`src/rtl/alc_pkg.sv`:
```
// ----------------------------------------------------------------------------
// alc_pkg
// shared types, constants and the power table entry function of the
// ambient light lux calculator
// ----------------------------------------------------------------------------
package alc_pkg;

  localparam int unsigned COUNT_W = 16;
  localparam int unsigned LUX_W   = 11;
  localparam int unsigned POW_W   = 20;
  localparam int unsigned COEF_FRAC = 20;
  localparam int unsigned COEF_W  = 16;
  localparam int unsigned LIN_W   = 32;

  localparam int unsigned RATIO_FRAC_DEF = 14;
  localparam int unsigned POW_DEPTH_DEF  = 64;
  localparam int unsigned FIFO_DEPTH     = 4;

  localparam logic [COUNT_W-1:0] COUNT_SAT = '1;
  localparam logic [LUX_W-1:0]   LUX_MAX   = '1;

  localparam logic [COEF_W-1:0] K_POW_POS = 16'd31877;
  localparam logic [COEF_W-1:0] K_POW_NEG = 16'd65012;
  localparam logic [COEF_W-1:0] K1_POS    = 16'd23488;
  localparam logic [COEF_W-1:0] K1_NEG    = 16'd32506;
  localparam logic [COEF_W-1:0] K2_POS    = 16'd13422;
  localparam logic [COEF_W-1:0] K2_NEG    = 16'd16043;
  localparam logic [COEF_W-1:0] K3_POS    = 16'd1531;
  localparam logic [COEF_W-1:0] K3_NEG    = 16'd1174;

  typedef enum logic [2:0] {
    BAND_POWER,
    BAND_LOW,
    BAND_MID,
    BAND_HIGH,
    BAND_NONE
  } band_t;

  typedef struct packed {
    logic [COUNT_W-1:0] broad_count;
    logic [COUNT_W-1:0] ir_count;
    logic               invalid;
    logic               over_range;
  } item_t;

  // x^1.4 in q20 for x = idx / (2 * depth)
  function automatic logic [POW_W-1:0] pow_entry(input int unsigned idx,
                                                 input int unsigned depth);
    logic [63:0] num;
    logic [63:0] den;
    logic [63:0] rem;
    logic [63:0] xq;
    logic [63:0] x2;
    logic [63:0] lo;
    logic [63:0] hi;
    logic [63:0] mid;
    logic [63:0] m;
    logic [63:0] prod;
    int          b;
    int          n;
    num = 64'(idx) << 30;
    den = 64'(depth) << 1;
    rem = '0;
    xq  = '0;
    for (b = 41; b >= 0; b--) begin
      rem = {rem[62:0], num[b]};
      xq  = xq << 1;
      if (rem >= den) begin
        rem   = rem - den;
        xq[0] = 1'b1;
      end
    end
    x2 = (xq * xq) >> 30;
    lo = '0;
    hi = 64'd1 << 30;
    while (lo < hi) begin
      mid = (lo + hi + 64'd1) >> 1;
      m   = mid;
      for (n = 0; n < 4; n++) begin
        m = (m * mid) >> 30;
      end
      if (m <= x2) begin
        lo = mid;
      end else begin
        hi = mid - 64'd1;
      end
    end
    prod = (xq * lo) >> 40;
    return prod[POW_W-1:0];
  endfunction

endpackage

```
`src/rtl/alc_front.sv`:
```
// ----------------------------------------------------------------------------
// alc_front
// input register: takes a count pair and flags invalid or out of range ratios
// ----------------------------------------------------------------------------
module alc_front import alc_pkg::*; (
  input  logic               clk,
  input  logic               rst_n,
  input  logic               in_valid,
  output logic               in_ready,
  input  logic [COUNT_W-1:0] in_broad_count,
  input  logic [COUNT_W-1:0] in_ir_count,
  output logic               push_valid,
  output item_t              push_item,
  input  logic               fifo_full
);

  logic  front_v_r;
  logic  front_v_nxt;
  item_t item_r;
  item_t item_nxt;
  logic  accept;

  assign in_ready   = !front_v_r || !fifo_full;
  assign accept     = in_valid && in_ready;
  assign push_valid = front_v_r;
  assign push_item  = item_r;

  always_comb begin
    item_nxt.broad_count = in_broad_count;
    item_nxt.ir_count    = in_ir_count;
    item_nxt.invalid     = (in_broad_count == '0) || (in_broad_count == COUNT_SAT) ||
                           (in_ir_count == COUNT_SAT);
    // ratio at or above two is past the top band
    item_nxt.over_range  = {1'b0, in_ir_count} >= {in_broad_count, 1'b0};
    front_v_nxt          = accept || (front_v_r && fifo_full);
  end

  always_ff @(posedge clk) begin
    if (!rst_n) begin
      front_v_r <= 1'b0;
    end else begin
      front_v_r <= front_v_nxt;
    end
  end

  always_ff @(posedge clk) begin
    if (accept) begin
      item_r <= item_nxt;
    end
  end

endmodule

```
`config.mk`:
```
export PLATFORM = sky130hd
export DESIGN_NAME = alc_front
export DESIGN_NICKNAME = d
export VERILOG_FILES = /design/src/rtl/alc_pkg.sv /design/src/rtl/alc_front.sv
export SDC_FILE = /design/constraint.sdc
export NUM_CORES = 1
export LEC_CHECK = 0
export ABC_AREA = 1
export BUFFER_PORTS_ARGS = -buffer_cell sky130_fd_sc_hd__buf_2
export CORE_MARGIN = 3
export CORE_UTILIZATION = 31
export CTS_CLUSTER_DIAMETER = 60
export DETAILED_ROUTE_END_ITERATION = 10
export SLEW_MARGIN = 25
export SYNTH_ARGS = -nofsm -noshare
export SYNTH_HDL_FRONTEND = slang
export SYNTH_SLANG_ARGS = --single-unit
```
`constraint.sdc`:
```
create_clock -name clk -period 3 [get_ports clk]
set_input_delay 0.3 -clock clk [delete_from_list [all_inputs] [get_ports clk]]
set_output_delay 0.3 -clock clk [all_outputs]
set_load 0.01 [all_outputs]
```
-- Yosys cells after proc, flatten, opt, wreduce, memory -nomap -nowiden
Index checks and enable logic that the tools add are counted.
- add/subtract/negate cells: 0
- multiply operators: 0
- divide/modulo/power cells: 0
- order comparisons: 1
- equal/unequal tests: 2
- shift-type cells: 0
- multiplexer cells: 0
- bitwise operators: 0
- reductions and logical operators: 9
- operators with widths (operator ; number):
    equality test 16 bit (second input constant) ; 2
    >= comparator 16 x 17 -> 1 bit ; 1
    logical NOT 16 bit ; 1
    logical OR 1 bit ; 4
    logical AND 1 bit ; 2
    logical NOT 1 bit ; 2
- bits in registers: 35
- bits in latches: 0
- RAM bits: 0
- ROM bits: 0
- input bits: 36
- logic and storage cells: 17
- memories: 0

-- Logic depth before layout (Yosys ltp)
Gate-level depths: netlist of the first run.
- depth after elaboration: 4
- gate-level depth with buffers: 10
- depth with buffers taken out: 10

-- Worst setup path after synthesis of the first run
No wires, ideal clock.
- path type: flip-flop to flip-flop
- from: reg front_v_r, in the netlist push_valid
- to: reg item_r (netlist bit push_item[0]) (enable)
- arrival time: 2054 ps
- setup slack: 509 ps
- cell stages (with the launch flop): 2
- period minus slack after synthesis: 2491 ps
- cells stage by stage: dfxtp_1 -> a21oi_1
- word-level cells in the longest chain between the ends: 3
- RTL lines (what ; RTL line ; RTL):
    start: declaration ; alc_front.sv:17 ; logic front_v_r;
    start signal: assignment ; alc_front.sv:42 ; front_v_r <= front_v_nxt;
    logical NOT 1 bit ; alc_front.sv:23 ; assign in_ready = !front_v_r || !fifo_full;
    logical OR 1 bit ; alc_front.sv:23 ;
    logical AND 1 bit ; alc_front.sv:24 ; assign accept = in_valid && in_ready;
    net accept ; alc_front.sv:21 ; logic accept;
    end signal: assignment ; alc_front.sv:48 ; item_r <= item_nxt;
    end: declaration ; alc_front.sv:19 ; item_t item_r;
The timed path passes the listed nets, and every way through them passes these cells.
A chain may end at the register's enable or synchronous reset.

-- Worst setup path in the final report of the first run
- from: reg front_v_r, in the netlist push_valid
- to: reg item_r (netlist bit push_item[16]) (enable)
Same word-level chain as after synthesis.

==> metrics.csv, run 1 <==
metric;value;unit
outcome;finished clean;
drt-pass1-iter-count;4;
grt.total_usage;11.7;%
crit_buf_inv;1;
syn_area;0.00163;mm^2
area_delta_synth_final;34.1;%
path_clk_slew;0.07;ns
slowest_stage;a21oi_4;
clock-sinks;35;
io_buffer_count;71;
post-dp-hpwl;2800;um
crit_required;2.99;ns
gp_congestion;0.765;
setup_viol;0;
post-route-drc-count;0;
fin_crit_sh;42.7;%
grt_pass1_wl;5580;um
core_area;0.00491;mm^2
via_count;1240;
worst-setup-path-type;register to register;
max_freq;0.780;GHz
synth.area.top_cells;edfxtp_1 (63%), ha_1 (12%), nand2_1 (6.4%);
cts_hold_buf;0;
synthMostInstantiatedCell;edfxtp_1;
netlist.area_leader.share;62.6;%
slew_viol_final;0;
dieArea;0.00617;mm^2
cap_violations;0;
yosysWarnings;0;
drt_iter0_drc;64;
diodes;0;
clockRootBuffer;clkbuf_8;
overflow;0;
rsz0062_at_grt;false;
synth_common_cells;edfxtp_1 (34), nand2_1 (28), inv_1 (19);
routedWlPerCell;12.2;um
die_w;78.5;um
seq_area_frac_synth;63.9;%
setup-tns-final;0;ns
tritoncts;built;
worst_pin_slew;0.437;ns
cp_cell_sequence;a21oi_4, buf_16;
slew_headroom;70.8;%
routed_wl;3480;um
rows;25;
totalPowerFinal;1050;uW
first_global_vias;1206;
finClkSkew;0.00486;ns
cts_buffers;5;
ys_types;17;
cpPeakStageDelay;0.40;ns
synth-edff-count;34;
avgViaCountPerCell;4.35;
clockBufferDepth;2;
startpoint_type;register;
p_leak;0.00101;uW
clk_latency;0.28;ns
cts_resized;0;
postRouteAntennaNets;0;
synth_area_leader_cell;edfxtp_1;
synth_nets;190;
grt_max_degree;35;
drive_gt1_share;38.1;%
cp_max_fo;24;
synth_cells;139;
p_per_area;482;mW/mm^2
postCtsSetupRepairBufs;0;
hold_viol;0;
antenna_found_initial;0;
hp-class;input pin to register;
crit_path_end_kind;register;
critPathTopFamily;compound AO/OA/AOI/OAI gates;
cp.arrival;1.27;ns
dieHeight;78.5;um
synth_area_per_cell;11.7;um^2
ir_drop;0.204;mV
synth_seq_cells;35;
min_period;1.28;ns
synth_ff_type;edfxtp_1;
async_flop_share;0;%
pin_count;72;
nNetsFinal;269;
h-tree-depth;2;
initial_core_util;33.2;%
-- where the power goes --
part / switching [uW] / internal [uW]
Combinational: 93.2 / 66.9
Clock: 162 / 154
Sequential: 6.39 / 570
Total: 262 / 791
-- flip-flops by register name, summed over array words and instances (netlist names) --
name and cells:
push_item 34, push_valid 1
-- cell type report --
class,instances,area [um^2]
clock buffer,5,68.8
clock inverter,2,8.76
fill,482,2730
inverter,21,78.8
multi-input combinational,83,522
sequential,35,1040
tap,67,83.8
timing repair buffer,72,383
-- layout by cell type, fill, tap and decap left out, drive strengths merged --
cell type	count
buf	72
edfxtp	34
nand2	28
inv	21
ha	15
nor2	13
nand4	12
a21oi	6
clkbuf	5
nand3	3
nor3	2
clkinv	2
o21ai	1
o21bai	1
o21a	1
a21boi	1
dfxtp	1
-- layer usage --
layer	part of all wire (%)	global-route usage [%]	wire length [um]	vias to the layer above
li1	-	-	-	643
met1	44	14.8	1530	545
met2	47	18.3	1640	45
met3	7.3	4.13	253	7
met4	1.8	4.37	62	0
met5	0	0	0	-
-- worst paths after layout --
path | to | depth (start not counted) | start | slack (ns)
setup reg to reg | push_item[16]$_DFFE_PP_ | 2 | push_valid$_SDFF_PN0_ | 1.72
hold / removal | push_item[22]$_DFFE_PP_ | 1 | in_broad_count[4] | 0.22
setup / recovery | push_item[16]$_DFFE_PP_ | 2 | push_valid$_SDFF_PN0_ | 1.72
hold reg to reg | push_valid$_SDFF_PN0_ | 2 | push_valid$_SDFF_PN0_ | 0.54
-- cell families after synthesis --
kind of cell | share of synthesized area, %
and+or+nand+nor | 16.3
AOI/OAI and AO/OA | 3.53
DFF | 63.9
buffers and inverters | 4.84
adders and majority gates | 11.5
-- metrics by stage --
stage                     hold WS, ns  std cells  worst slack [ns]  cell area, um^2  utilization (%)
after floorplan                 0.399        139             0.509             1630                -
final                           0.218        285              1.72             2190             44.5
after CTS                       0.216        284              1.40             2160             43.9
after detailed placement        0.508        277              1.30             2080             42.4
after global routing            0.211        285              1.61             2190             44.5
after global placement          0.510        277              1.34             2080             42.4
Note: power is estimated with default switching activity, not from simulation.
==> inputs of run 2 (changes only) <==
==> constraint.sdc (replaced) <==
create_clock -name clk -period 1.26 [get_ports clk]
set_input_delay 0.126 -clock clk [delete_from_list [all_inputs] [get_ports clk]]
set_output_delay 0.126 -clock clk [all_outputs]
set_load 0.01 [all_outputs]
==> metrics.csv, run 2 (synthesis gave the netlist of run 1 again) <==
metric;value;unit
setup_viol;0;
critPathTopFamily;flip-flops;
avgViaCountPerCell;4.32;
cp_cell_sequence;a21oi_4, buf_4;
min_period;1.05;ns
post-dp-hpwl;2970;um
slew_headroom;87.5;%
clockRootBuffer;clkbuf_8;
hold_ws;0.0445;ns
cp_max_fo;13;
clk_latency;0.28;ns
critPathLaunch;push_valid$_SDFF_PN0_;
layout_common_cells;buf_2 (71), edfxtp_1 (34), nand2_1 (28);
core_area;0.00491;mm^2
grt_pass1_wl;6050;um
crit_buf_inv;1;
hold_viol;0;
grt.total_usage;12.6;%
largest_reg_flops;34;
nNetsFinal;284;
p_leak;0.00108;uW
path_clk_slew;0.07;ns
slowest_stage;dfxtp_2;
pin_count;72;
clock-sinks;35;
ir_drop;0.390;mV
timing.rr.start;push_valid$_SDFF_PN0_;
postRouteAntennaNets;0;
rows;25;
final.setup.worst_slack;0.209;ns
fin_crit_sh;83.4;%
h-tree-depth;2;
routed_wl;3600;um
overflow;0;
rsz0062_at_grt;false;
tritoncts;built;
place_ws;-0.0630;ns
worst_pin_slew;0.186;ns
initial_core_util;33.2;%
ff_latch_area;0.00104;mm^2
worst-setup-path-type;register to register;
setup-tns-final;0;ns
grt_max_degree;22;
min_from;in_ir_count[11];
post-route-drc-count;0;
area_delta_synth_final;40.8;%
p_per_area;1110;mW/mm^2
cts_buffers;5;
routedWlPerCell;12.0;um
startpoint_type;register;
postCtsSetupRepairBufs;0;
multi_input_area;522;um^2
first_global_vias;1346;
slew_viol_final;0;
totalPowerFinal;2560;uW
via_count;1299;
cp.arrival;1.03;ns
final_area;0.00230;mm^2
gp_congestion;0.829;
outcome;finished clean;
final_common_cell;buf_2;
drive_gt1_share;42.3;%
hp-class;input pin to register;
postPlaceCellArea;0.00221;mm^2
cap_violations;0;
dieArea;0.00617;mm^2
diodes;0;
clockBufferDepth;2;
cts_resized;0;
finClkSkew;0.00492;ns
die_w;78.5;um
antenna_found_initial;0;
cpPeakStageDelay;0.34;ns
drt_iter0_drc;42;
cts_hold_buf;0;
crit_required;1.24;ns
crit_path_end_kind;register;
drt-pass1-iter-count;4;
dieHeight;78.5;um
fillers;474;
io_buffer_count;71;
max_freq;0.952;GHz
## run 2: cell types whose count changed in the layout (fill, tap and decap cells not counted)
cell and delta:
dfxtp_2 +1, dfxtp_1 -1, buf_16 -1, clkbuf_1 +2, buf_12 +1, clkinv_1 -1
buf_4 +15
## run 2: final timing paths
| path | endpoint | slack [ns] | depth (start not counted) |
|---|---|---|---|
| hold / removal | push_item[13]$_DFFE_PP_ | 0.04 | 1 |
| hold reg to reg | push_valid$_SDFF_PN0_ | 0.51 | 2 |
| setup / recovery | push_item[19]$_DFFE_PP_ | 0.21 | 2 |
| setup reg to reg | push_item[19]$_DFFE_PP_ | 0.21 | 2 |
## run 2: layer usage
metal / part of all wire, % / track usage (%) / vias up
met4: 1.6 / 4.37 / 0
met3: 7.3 / 3.67 / 8
li1: - / - / 677
met5: 0 / 0 / -
met1: 45 / 15.5 / 559
met2: 46 / 20.9 / 55
## run 2: where the power goes
part           total [uW]  internal [uW]  switching (uW)
Sequential           1370           1360            15.6
Clock                 767            387             380
Combinational         417            188             229
## run 2: stage by stage
step,std cells,utilization (%)
floorplan,139,-
global placement,293,45.1
detailed placement,293,45.1
CTS,301,46.8
global route,301,46.8
finish,301,46.8
## run 2: final cells by class
cell class                 instances  area share, %
clock buffer                       7           3.32
clock inverter                     1          0.218
timing repair buffer              87           21.3
tap                               67           3.65
sequential                        35           45.4
inverter                          21           3.43
multi-input combinational         83           22.7
