<file path="src/rtl/alc_pkg.sv">
// ----------------------------------------------------------------------------
// alc_pkg
// shared types, constants and the power table entry function of the
// ambient light lux calculator
// ----------------------------------------------------------------------------
package alc_pkg;

  localparam int unsigned COUNT_W = 16;
  localparam int unsigned LUX_W   = 11;
  localparam int unsigned POW_W   = 20;
  localparam int unsigned COEF_FRAC = 20;
  localparam int unsigned COEF_W  = 16;
  localparam int unsigned LIN_W   = 32;

  localparam int unsigned RATIO_FRAC_DEF = 14;
  localparam int unsigned POW_DEPTH_DEF  = 64;
  localparam int unsigned FIFO_DEPTH     = 4;

  localparam logic [COUNT_W-1:0] COUNT_SAT = '1;
  localparam logic [LUX_W-1:0]   LUX_MAX   = '1;

  localparam logic [COEF_W-1:0] K_POW_POS = 16'd31877;
  localparam logic [COEF_W-1:0] K_POW_NEG = 16'd65012;
  localparam logic [COEF_W-1:0] K1_POS    = 16'd23488;
  localparam logic [COEF_W-1:0] K1_NEG    = 16'd32506;
  localparam logic [COEF_W-1:0] K2_POS    = 16'd13422;
  localparam logic [COEF_W-1:0] K2_NEG    = 16'd16043;
  localparam logic [COEF_W-1:0] K3_POS    = 16'd1531;
  localparam logic [COEF_W-1:0] K3_NEG    = 16'd1174;

  typedef enum logic [2:0] {
    BAND_POWER,
    BAND_LOW,
    BAND_MID,
    BAND_HIGH,
    BAND_NONE
  } band_t;

  typedef struct packed {
    logic [COUNT_W-1:0] broad_count;
    logic [COUNT_W-1:0] ir_count;
    logic               invalid;
    logic               over_range;
  } item_t;

  // x^1.4 in q20 for x = idx / (2 * depth)
  function automatic logic [POW_W-1:0] pow_entry(input int unsigned idx,
                                                 input int unsigned depth);
    logic [63:0] num;
    logic [63:0] den;
    logic [63:0] rem;
    logic [63:0] xq;
    logic [63:0] x2;
    logic [63:0] lo;
    logic [63:0] hi;
    logic [63:0] mid;
    logic [63:0] m;
    logic [63:0] prod;
    int          b;
    int          n;
    num = 64'(idx) << 30;
    den = 64'(depth) << 1;
    rem = '0;
    xq  = '0;
    for (b = 41; b >= 0; b--) begin
      rem = {rem[62:0], num[b]};
      xq  = xq << 1;
      if (rem >= den) begin
        rem   = rem - den;
        xq[0] = 1'b1;
      end
    end
    x2 = (xq * xq) >> 30;
    lo = '0;
    hi = 64'd1 << 30;
    while (lo < hi) begin
      mid = (lo + hi + 64'd1) >> 1;
      m   = mid;
      for (n = 0; n < 4; n++) begin
        m = (m * mid) >> 30;
      end
      if (m <= x2) begin
        lo = mid;
      end else begin
        hi = mid - 64'd1;
      end
    end
    prod = (xq * lo) >> 40;
    return prod[POW_W-1:0];
  endfunction

endpackage

</file>
<file path="src/rtl/alc_fifo.sv">
// ----------------------------------------------------------------------------
// alc_fifo
// short request queue between the front and the back
// ----------------------------------------------------------------------------
module alc_fifo import alc_pkg::*; (
  input  logic  clk,
  input  logic  rst_n,
  input  logic  push_valid,
  input  item_t push_item,
  output logic  fifo_full,
  input  logic  pop,
  output logic  pop_valid,
  output item_t pop_item
);

  localparam int unsigned PW = $clog2(FIFO_DEPTH);

  item_t         mem [FIFO_DEPTH];
  logic [PW-1:0] wr_ptr_r;
  logic [PW-1:0] rd_ptr_r;
  logic [PW:0]   count_r;
  logic [PW:0]   count_nxt;
  logic          push;
  logic          do_pop;

  assign fifo_full = (count_r == (PW+1)'(FIFO_DEPTH));
  assign pop_valid = (count_r != '0);
  assign push      = push_valid && !fifo_full;
  assign do_pop    = pop && pop_valid;
  assign pop_item  = mem[rd_ptr_r];

  always_comb begin
    count_nxt = count_r;
    if (push && !do_pop) begin
      count_nxt = count_r + (PW+1)'(1);
    end else if (!push && do_pop) begin
      count_nxt = count_r - (PW+1)'(1);
    end
  end

  always_ff @(posedge clk) begin
    if (!rst_n) begin
      wr_ptr_r <= '0;
      rd_ptr_r <= '0;
      count_r  <= '0;
    end else begin
      if (push) begin
        wr_ptr_r <= wr_ptr_r + PW'(1);
      end
      if (do_pop) begin
        rd_ptr_r <= rd_ptr_r + PW'(1);
      end
      count_r <= count_nxt;
    end
  end

  always_ff @(posedge clk) begin
    if (push) begin
      mem[wr_ptr_r] <= push_item;
    end
  end

`ifndef ASSERT_OFF
  a_fifo_count: assert property (@(posedge clk) disable iff (!rst_n)
    (push && !do_pop) |=> count_r == (PW+1)'($past(count_r) + (PW+1)'(1)))
    else $error("queue count did not follow a push");
`endif

endmodule

</file>
<file path="config.mk">
export PLATFORM = sky130hd
export DESIGN_NAME = alc_fifo
export DESIGN_NICKNAME = d
export VERILOG_FILES = /design/src/rtl/alc_pkg.sv /design/src/rtl/alc_fifo.sv
export SDC_FILE = /design/constraint.sdc
export NUM_CORES = 1
export LEC_CHECK = 0
export BUFFER_PORTS_ARGS = -buffer_cell sky130_fd_sc_hd__buf_4
export CAP_MARGIN = 20
export CORE_MARGIN = 8
export CORE_UTILIZATION = 55
export DETAILED_ROUTE_END_ITERATION = 8
export HOLD_SLACK_MARGIN = 0.05
export PLACE_DENSITY = 0.77
export SYNTH_ARGS = -nofsm -noshare
export SYNTH_HDL_FRONTEND = slang
export SYNTH_SLANG_ARGS = --single-unit
</file>
<file path="constraint.sdc">
create_clock -name clk -period 2.4 [get_ports clk]
set_clock_uncertainty 0.2 [all_clocks]
set_input_delay 0.36 -clock clk [delete_from_list [all_inputs] [get_ports clk]]
set_output_delay 0.36 -clock clk [all_outputs]
set_load 0.02 [all_outputs]
</file>
# Yosys cells after proc, flatten, opt, wreduce, memory -nomap -nowiden

Memories as Yosys holds them, arrays and structs flattened. A register that Yosys moved wholly into a read port is not among the register bits.
Cells that the tools add are included.

Mux-type cells: 6
Reduce and logical (&&, ||, !) cells: 9
$add $sub $neg: 4
Eq/ne operators: 1

Operators with widths:

| operator              | count |
|---|---|
| $mux W3               | 2 |
| $add A2 B1 Y2 const B | 2 |
| $logic_and A1 B1 Y1   | 4 |
| $mux W2               | 2 |
| $add A3 B1 Y3 const B | 1 |
| $eq A3 B3 Y1 const B  | 1 |
| $logic_not A1 Y1      | 3 |
| $reduce_bool A3 Y1    | 1 |
| $sub A3 B1 Y3 const B | 1 |
| $mux W1               | 2 |
| $reduce_bool A2 Y1    | 1 |

Memory bits (writable): 136
Memories: 1
Output and inout port bits: 36
Flip-flop bits (word level): 7

Memory list:

| name | depth | width | rd ports | clocked after Yosys merged registers in | wr ports | line           | RTL |
|---|---|---|---|---|---|---|---|
| mem  | 4     | 34    | 1        | 1                                       | 1        | alc_fifo.sv:18 | `item_t mem [FIFO_DEPTH];` |

# Logic depth before layout (Yosys ltp)

Gate-level depths: netlist (run 1).

Word-level depth: 7
Depth in mapped cells: 9
Mapped depth without buffers: 8

# Least setup slack after synthesis (run 1)

No wires, ideal clock.

Path type: register to register
From: reg count_r[0]
To: reg count_r[2]
Clock period less this slack: 2299 ps
Slack: 101 ps
Data arrival time: 2024 ps
Stages on the path, launching flop included: 10
Required time: 2124 ps
Path buffers: 1
Cell sequence: dfxtp_1 -> nor3b_2 -> nor2b_1 -> buf_2 -> ha_1 -> inv_1 -> fa_1 -> xor2_1 -> or3_1 -> a21boi_0

Word-level cells in the longest chain between the ends: 6
Elaborated cells between the ends (all ways): 14
Those cells by class: 2 x add/sub; 1 x eq/ne; 2 x mux; 9 x reduce/logical

RTL lines:

| what                                | line           | RTL |
|---|---|---|
| start: declaration                  | alc_fifo.sv:21 | `logic [PW:0] count_r;` |
| start signal: assignment            | alc_fifo.sv:53 | `count_r <= count_nxt;` |
| $eq A3 B3 Y1 (*)                    | alc_fifo.sv:26 | `assign fifo_full = (count_r == (PW+1)'(FIFO_DEPTH));` |
| named net fifo_full                 | alc_fifo.sv:10 | `output logic fifo_full,` |
| $logic_not A1 Y1 (*)                | alc_fifo.sv:28 | `assign push = push_valid && !fifo_full;` |
| $logic_and A1 B1 Y1 (*)             | alc_fifo.sv:28 |  |
| named net push                      | alc_fifo.sv:23 | `logic push;` |
| $logic_not A1 Y1                    | alc_fifo.sv:36 | `end else if (!push && do_pop) begin` |
| $logic_and A1 B1 Y1                 | alc_fifo.sv:36 |  |
| $reduce_bool A2 Y1 (no source line) | n/a            |  |

The timed path passes the listed nets; every way through them passes the cells marked *. The select of a mux whose other input is x is not followed.
A chain may end at the register's enable or synchronous reset.

==> results.cfg, run 1 <==
[status]
status = finished, final reports clean

[flow_run]
drv_cap = 0

[route]
finalWirelength_um = 10000
wl_per_cell_um = 19.9
firstDrtPassIters = 4
drtIter0Drc = 132
wl_met3_um = 484
met2WireLength_um = 5440
remaining_drc_errors = 0
ant_nets = 0
wl_met1_um = 4000
highest_layer = met4
via_per_inst = 5.25
via_count = 2644

[timing]
finalHoldViolCount = 0
relSlewSlack_pct = 75.1
period_share_pct = 99.5
setup_viol = 0
slew_viol_final = 0
hold-worst-slack_ps = 105
fmax_ghz = 0.419
rsz0062_at_grt = yes
fin_crit_ps = 2390
fin_tns_setup_ps = 0
tightest_slew_ps = 368

[floorplanning]
dieArea_mm2 = 0.0133
dieWidth_um = 115
coreArea_mm2 = 0.00968
initial_core_util_pct = 56.2
die_height_um = 115
num_io_pins = 74
rows = 36

[setup_path]
crit_type = register to primary output
worstPathArrival_ps = 1830
required_ps = 1840
cp-end-kind = primary output
crit_fanout = 11
worstSetupStartpointType = register
r2r_start = count_r[2]

[grt]
grt_antenna_before_repair = 0
grt_usage_pct = 16.1
gr-total-overflow = 0
grt_pass1_wl_um = 15500
grt_start_max_net_pins = 24
grt_pass1_vias = 2949

[clock_network]
clk_root_buffer_cell = clkbuf_8
cts_tree = done
clk_latency_ps = 510
cts_inserted_buffers = 17
cts.sinks = 145
clockBufferDepth = 2
htree_levels = 4
path_clk_slew_ps = 60

[yosys]
synth_top_area_share_pct = 75.1
yosys_warnings = 0
synthSimpleGateAreaFrac_pct = 1.89
synth_top_family_by_area = multiplexers
ys_ff_latch = 145
synth_compound_area_share_pct = 0.621
synth_area_leaders = edfxtp_1, mux4_2, dfxtp_1, mux4_1, ha_1
synth.avg_cell_area_um2 = 24.1
ys_types = 23
synthAdderAreaFrac_pct = 1.52
syn_area_mm2 = 0.00544
syn_nets = 270
synthMuxAreaShare_pct = 14.9
synth_top_area_cell = edfxtp_1
synth-xor-area-share_pct = 0.644
syn_inst = 226
yosysSeqAreaShare_pct = 78.4

[final_layout]
nets = 402
antennaDiodeCount = 0
drive_above_1_share_pct = 43.1
final_cell_area_mm2 = 0.00724
final_util_pct = 74.8
areaGrowthSynthToFinish_pct = 33.1

[worst_hold_path]
worstHoldStart = pop
min_path_type = primary input to register

[power]
p_leak_nw = 2.52
power_density_mw_per_mm2 = 1100
vdd.ir_drop.worst_v = 0.000725
power.total_mw = 7.99

[placement]
placed_area_mm2 = 0.00618
io_buffers = 73
finalWeightedCongestion = 0.679
## layout make-up
class	instances	area [µm²]
inverters	3	11.3
clock buffers	17	414
flip-flops and latches	145	4270
well taps	133	166
clock inverters	15	144
repair buffers	123	1170
multi-input cells	68	1060
fillers	536	2440
## state kept, by name, summed over array words and instances (netlist names), named ones only
| name | flops |
|---|---|
| count_r | 3 |
| mem | 136 |
| rd_ptr_r | 2 |
| wr_ptr_r | 2 |
## kinds of logic after synthesis
logic type | after synthesis
buffers and inverters | 13
DFF | 145
xor gates and xnor gates | 4
muxes | 37
AOI/OAI and AO/OA | 4
adders and majority gates | 6
and+or+nand+nor | 17
## synthesized netlist by cell type (all sizes together)
library cell,n
clkbuf,2
ha,5
buf,8
xnor2,3
inv,3
and2,8
mux2i,3
o31ai,1
o311ai,1
or3,2
dfxtp,9
mux4,34
fa,1
nor3b,1
edfxtp,136
xor2,1
a21boi,1
o21ai,1
nand2,4
nor2b,2
## per-stage QoR
step,worst slack (ps),std cells
after global placement,190,435
final,12.6,504
after detailed placement,99.2,435
after CTS,-28.4,502
after floorplan,101,226
after global routing,-62.7,504
## final timing paths
check	to	slack [ps]	depth (start not counted)
hold / removal	register	100	4
hold reg to reg	wr_ptr_r[0]	310	2
setup / recovery	pop_item[14]	10	3
setup reg to reg	count_r[2]	140	8
## where the power goes
part / switching (mW) / total [mW] / internal [mW]
logic: 1.11 / 2.34 / 1.24
clock network: 0.966 / 2.43 / 1.46
registers: 0.132 / 3.22 / 3.08
## critical path: stages, from the launching register on
cell	delay, ps
dfxtp_4	420
clkbuf_16	210
mux4_2	530
buf_6	150
## placed cells by master, fill, tap and decap left out, types with 5 or more instances in the layout
cell	count
edfxtp_1	136
buf_4	60
dlygate4sd3_1	35
mux4_2	34
buf_6	23
clkbuf_16	18
ha_1	5
clkinvlp_4	5
dfxtp_1	5
## repair_timing
action | in CTS | in global routing
hold buffers | 35 | 0
gates resized for setup | 8 | 26
setup buffers | 0 | 0
cloned | 0 | 2
setup endpoints to repair | 16 | 32
hold endpoints to repair | 145 | 0
## per-layer routing
metal  vias to the layer above  GRT usage, %
li1                       1206             -
met1                      1362          18.2
met2                        68          27.6
met3                         8          5.52
met4                         0          6.04
met5                         -             0
(Power assumes the default switching activity.)
==> run 2: changes to the inputs <==
--- a/config.mk
+++ b/config.mk
@@ -5,13 +5,14 @@
 export SDC_FILE = /design/constraint.sdc
 export NUM_CORES = 1
 export LEC_CHECK = 0
-export BUFFER_PORTS_ARGS = -buffer_cell sky130_fd_sc_hd__buf_4
+export BUFFER_PORTS_ARGS = -buffer_cell sky130_fd_sc_hd__buf_2
 export CAP_MARGIN = 20
 export CORE_MARGIN = 8
 export CORE_UTILIZATION = 55
 export DETAILED_ROUTE_END_ITERATION = 8
 export HOLD_SLACK_MARGIN = 0.05
 export PLACE_DENSITY = 0.77
+export SKIP_LAST_GASP = 1
 export SYNTH_ARGS = -nofsm -noshare
 export SYNTH_HDL_FRONTEND = slang
 export SYNTH_SLANG_ARGS = --single-unit
==> results.cfg, run 2 (synthesis gave the netlist of run 1 again) <==
[floorplanning]
dieArea_mm2 = 0.0133
rows = 36
num_io_pins = 74
coreArea_mm2 = 0.00968
dieWidth_um = 115
initial_core_util_pct = 56.2
die_height_um = 115

[clock_network]
path_clk_slew_ps = 60
cts_tree = done
clockBufferDepth = 2
cts.sinks = 145
clk_latency_ps = 510
htree_levels = 4
cts_inserted_buffers = 17
clk_root_buffer_cell = clkbuf_8

[timing]
rsz0062_at_grt = yes
fin_tns_setup_ps = 0
relSlewSlack_pct = 76.0
finalHoldViolCount = 0
setup_viol = 0
timing.final.ws_setup_ps = 33.0
slew_viol_final = 0
fin_crit_ps = 2370
tightest_slew_ps = 360
period_share_pct = 98.6
fmax_ghz = 0.422

[setup_path]
crit_family = multiplexers
crit_fanout = 12
worstPathArrival_ps = 1810
path_buf_inv = 2
cp-endpoint = pop_item[19]
cp.depth = 3
rr_worst_depth = 8
cp_slowest_cell = mux4_1
path_cells = buf_12, mux4_1, buf_2
slowest_delay_ps = 550
timing.reg2reg.setup_slack_ps = 150
required_ps = 1840
cp-end-kind = primary output
r2r_start = count_r[2]
regToRegEndpoint = count_r[2]
crit_type = register to primary output
worstSetupStartpointType = register

[route]
remaining_drc_errors = 0
ant_nets = 0
wl_per_cell_um = 19.7
finalWirelength_um = 9930
firstDrtPassIters = 4
via_count = 2647
via_per_inst = 5.25
drtIter0Drc = 171

[placement]
placed_area_mm2 = 0.00599
pre_cts_ws_ps = 108
io_buffers = 73
finalWeightedCongestion = 0.696
hpwlAfterDp_um = 5880

[grt]
grt_pass1_vias = 2899
grt_usage_pct = 15.9
grt_antenna_before_repair = 0
grt_pass1_wl_um = 15200
gr-total-overflow = 0
grt_start_max_net_pins = 24

[worst_hold_path]
min_path_type = primary input to register

[final_layout]
antennaDiodeCount = 0
areaGrowthSynthToFinish_pct = 28.0
top_regs = mem x136, count_r x3
layout_commonest_cell = edfxtp_1
final_util_pct = 71.9
drive_above_1_share_pct = 43.7
layout_common_cells = edfxtp_1, buf_2, dlygate4sd3_1
top_register = mem
nets = 402
largest_reg_flops = 136
final_cell_area_mm2 = 0.00696

[power]
combinationalPowerShare_pct = 25.8
p_seq_share_pct = 42.1
sw_frac_of_total_pct = 29.1
switchingPower_mw = 2.21
power_density_mw_per_mm2 = 1100
p_leak_nw = 2.44
power.total_mw = 7.62
power.share.clock_pct = 32.1
vdd.ir_drop.worst_v = 0.000799
p_int_mw = 5.41

[flow_run]
drv_cap = 0

[status]
status = finished, final reports clean
## run 2: changes by cell type in the layout (fill, tap and decap cells not counted)
cell	previous run	this run
clkinv_4	2	0
buf_4	60	12
mux4_1	0	3
buf_12	3	2
inv_8	0	2
ha_2	0	1
mux4_2	34	31
inv_6	1	6
bufinv_16	2	1
buf_2	0	73
clkbuf_16	18	17
buf_6	23	0
clkinv_1	4	0
ha_1	5	4
## run 2: cell type report
| cell class | instances | area, µm² |
|---|---|---|
| clock buffer | 17 | 414 |
| timing repair buffer | 123 | 871 |
| multi-input combinational | 68 | 1080 |
| clock inverter | 15 | 148 |
| fill | 569 | 2730 |
| tap | 133 | 166 |
| sequential | 145 | 4270 |
| inverter | 3 | 11.3 |
## run 2: worst min-delay path by stage
stage / cells past startpoint / to / from
6_report: 4 / rd_ptr_r[0] / pop
5_1_grt: 4 / rd_ptr_r[0] / pop
4_1_cts: 4 / rd_ptr_r[0] / pop
3_5_place_dp: 2 / wr_ptr_r[1] / wr_ptr_r[1]
3_3_place_gp: 2 / wr_ptr_r[0] / wr_ptr_r[0]
2_1_floorplan: 0 / mem[0][0] / push_item[0]
## run 2: worst min-delay path: cells and delay by family
kind                   cells  cell delay, ps
AO/OA/AOI/OAI              1              60
XOR/XNOR                   1              60
AND/OR/NAND/NOR            1             150
buffers and inverters      1             120
## run 2: power groups by stage
| stage | logic, mW | registers, mW | clock network (mW) |
|---|---|---|---|
| final | 1.97 | 3.21 | 2.45 |
| after global routing | 2.11 | 3.23 | 2.62 |
| after detailed placement | 1.88 | 3.23 | 0 |
| after CTS | 1.95 | 3.19 | 2.50 |
| after global placement | 1.85 | 3.21 | 0 |
| after floorplan | 1.39 | 3.20 | 0 |
## run 2: metrics by stage
| step | hold slack, ps | std cells |
|---|---|---|
| 6_report | 90.8 | 504 |
| 5_1_grt | 111 | 504 |
| 4_1_cts | 70.9 | 502 |
| 3_5_place_dp | 298 | 435 |
| 3_3_place_gp | 282 | 435 |
| 2_1_floorplan | 259 | 226 |
## run 2: layer usage
metal	wire (µm)	GRT usage, %	share of wire (%)
met3	610	5.84	6.1
met2	5430	27.9	55
met4	131	5.78	1.3
met5	0	0	0
met1	3750	17.3	38
## run 2: what timing repair did
item,CTS,global route
gates resized for setup,2,7
setup endpoints to repair,22,27
gates cloned,0,1
endpoints found under the hold margin,145,0
setup buffers,0,1
hold buffers,35,0
==> run 3: changes to the inputs <==
--- a/config.mk
+++ b/config.mk
@@ -5,13 +5,14 @@
 export SDC_FILE = /design/constraint.sdc
 export NUM_CORES = 1
 export LEC_CHECK = 0
-export BUFFER_PORTS_ARGS = -buffer_cell sky130_fd_sc_hd__buf_2
+export ABC_CLOCK_PERIOD_IN_PS = 2400
 export CAP_MARGIN = 20
 export CORE_MARGIN = 8
 export CORE_UTILIZATION = 55
 export DETAILED_ROUTE_END_ITERATION = 8
+export DONT_BUFFER_PORTS = 1
 export HOLD_SLACK_MARGIN = 0.05
-export PLACE_DENSITY = 0.77
+export PLACE_DENSITY = 0.74
 export SKIP_LAST_GASP = 1
 export SYNTH_ARGS = -nofsm -noshare
 export SYNTH_HDL_FRONTEND = slang
==> results.cfg, run 3 (synthesis gave the netlist of run 1 again) <==
[final_layout]
areaGrowthSynthToFinish_pct = 22.1
layout_commonest_cell = edfxtp_1
final_util_pct = 68.6
antennaDiodeCount = 0
nets = 329
layout_common_cells = edfxtp_1, dlygate4sd3_1, mux4_2
top_register = mem
final_cell_count_no_fill = 431
drive_above_1_share_pct = 28.9
largest_reg_flops = 136
top_regs = mem x136, count_r x3

[clock_network]
clk_root_buffer_cell = clkbuf_8
cts_inserted_buffers = 17
clockBufferDepth = 2
cts_tree = done
cts_setup_buffers = 0
htree_levels = 4
path_clk_slew_ps = 60
clk_latency_ps = 510
cts.sinks = 145

[route]
via_per_inst = 5.54
ant_nets = 0
firstDrtPassIters = 4
drtIter0Drc = 124
remaining_drc_errors = 0
finalWirelength_um = 9390
wl_per_cell_um = 21.8
via_count = 2389

[floorplanning]
rows = 36
dieArea_mm2 = 0.0133
num_io_pins = 74
initial_core_util_pct = 56.2
dieWidth_um = 115
coreArea_mm2 = 0.00968
die_height_um = 115

[placement]
io_buffers = 0
finalWeightedCongestion = 0.654
hpwlAfterDp_um = 5790
placedCellCount = 362

[power]
vdd.ir_drop.worst_v = 0.000657
power_density_mw_per_mm2 = 1110
combinationalPowerShare_pct = 23.2
sw_frac_of_total_pct = 28.2
power.total_mw = 7.34
p_seq_share_pct = 43.6
p_leak_nw = 2.16
switchingPower_mw = 2.07
p_int_mw = 5.27
power.share.clock_pct = 33.1

[setup_path]
timing.reg2reg.setup_slack_ps = 150
path_cells = buf_12, mux4_2
worstPathArrival_ps = 1740
crit_type = register to primary output
cp-end-kind = primary output
worstSetupStartpointType = register
cp_slowest_cell = dfxtp_2
path_buf_inv = 1
crit_fanout = 23
crit_family = flip-flops
regToRegEndpoint = count_r[2]
slowest_delay_ps = 550
rr_worst_depth = 8
required_ps = 1840
r2r_start = count_r[2]

[flow_run]
drv_cap = 0

[timing]
relSlewSlack_pct = 72.4
finalHoldViolCount = 0
period_share_pct = 96.0
fin_tns_setup_ps = 0
slew_viol_final = 0
rsz0062_at_grt = no
fin_crit_ps = 2300
fmax_ghz = 0.434
setup_viol = 0
tightest_slew_ps = 414

[worst_hold_path]
worstHoldStart = push_valid
min_path_cells = 3
whs_endpoint = wr_ptr_r[1]
min_path_type = primary input to register

[grt]
grt_pass1_wl_um = 14400
grt_start_max_net_pins = 24
gr-total-overflow = 0
grt_pass1_vias = 2602
grt_antenna_before_repair = 0
grt_usage_pct = 15.1

[status]
status = finished, final reports clean
==> run 3: changes by cell type in the layout (fill, tap and decap cells not counted), moves of 4 or more <==
cell / before / now
inv_6: 6 / 2
buf_4: 12 / 4
buf_2: 73 / 0
buf_12: 2 / 8
clkinv_1: 0 / 4
==> run 3: worst max path at each step <==
stage,start,end,slack [ps],depth (start not counted)
2_1_floorplan,count_r[0],count_r[2],100,9
3_3_place_gp,count_r[1],count_r[2],190,7
3_5_place_dp,count_r[1],count_r[2],60,7
4_1_cts,register,pop_item[29],6,2
5_1_grt,register,pop_item[26],20,2
6_report,register,pop_item[19],100,2
==> run 3: layout make-up <==
cell class                      count  area [µm²]
Sequential cell                   145        4270
Fill cell                         620        3040
Multi-Input combinational cell     68        1070
Timing Repair Buffer               50         572
Clock buffer                       17         414
Tap cell                          133         166
Clock inverter                     15         143
Inverter                            3        11.3
==> run 3: worst register-to-register path: stages, from the launching register on <==
cell and delay [ps]:
dfxtp_1 370, nor3b_2 190, nor2b_2 150, ha_1 200, inv_1 60, fa_1 370
xor2_1 180, or3_1 300, a21boi_0 160
==> run 3: per-stage QoR <==
| step | hold WS (ps) | cell area (µm²) | setup WS, ps |
|---|---|---|---|
| 6_report | 81.4 | 6640 | 96.5 |
| 3_3_place_gp | 259 | 5710 | 195 |
| 2_1_floorplan | 259 | 5440 | 101 |
| 4_1_cts | 63.9 | 6630 | 5.86 |
| 5_1_grt | 62.8 | 6640 | 16.9 |
| 3_5_place_dp | 259 | 5710 | 60.8 |
==> run 3: repair_timing <==
| item | in CTS | in global routing |
|---|---|---|
| hold buffers | 37 | 0 |
| setup endpoints to repair | 4 | 2 |
| gates resized for setup | 4 | 5 |
| hold endpoints to repair | 145 | 0 |
==> run 3: power groups by stage <==
| stage | logic (mW) | registers [mW] | clock network (mW) |
|---|---|---|---|
| floorplan | 1.39 | 3.20 | 0 |
| global placement | 1.64 | 3.23 | 0 |
| detailed placement | 1.65 | 3.25 | 0 |
| CTS | 1.75 | 3.20 | 2.48 |
| global route | 1.83 | 3.23 | 2.57 |
| finish | 1.71 | 3.21 | 2.43 |
==> run 3: metal layers <==
layer  vias to the layer above  global-route usage (%)  routed length, µm
li1                       1062                       -                  -
met4                         0                    6.13                125
met2                        67                    24.0               4720
met3                        12                    6.10                627
met5                         -                       0                  0
met1                      1248                    18.1               3920
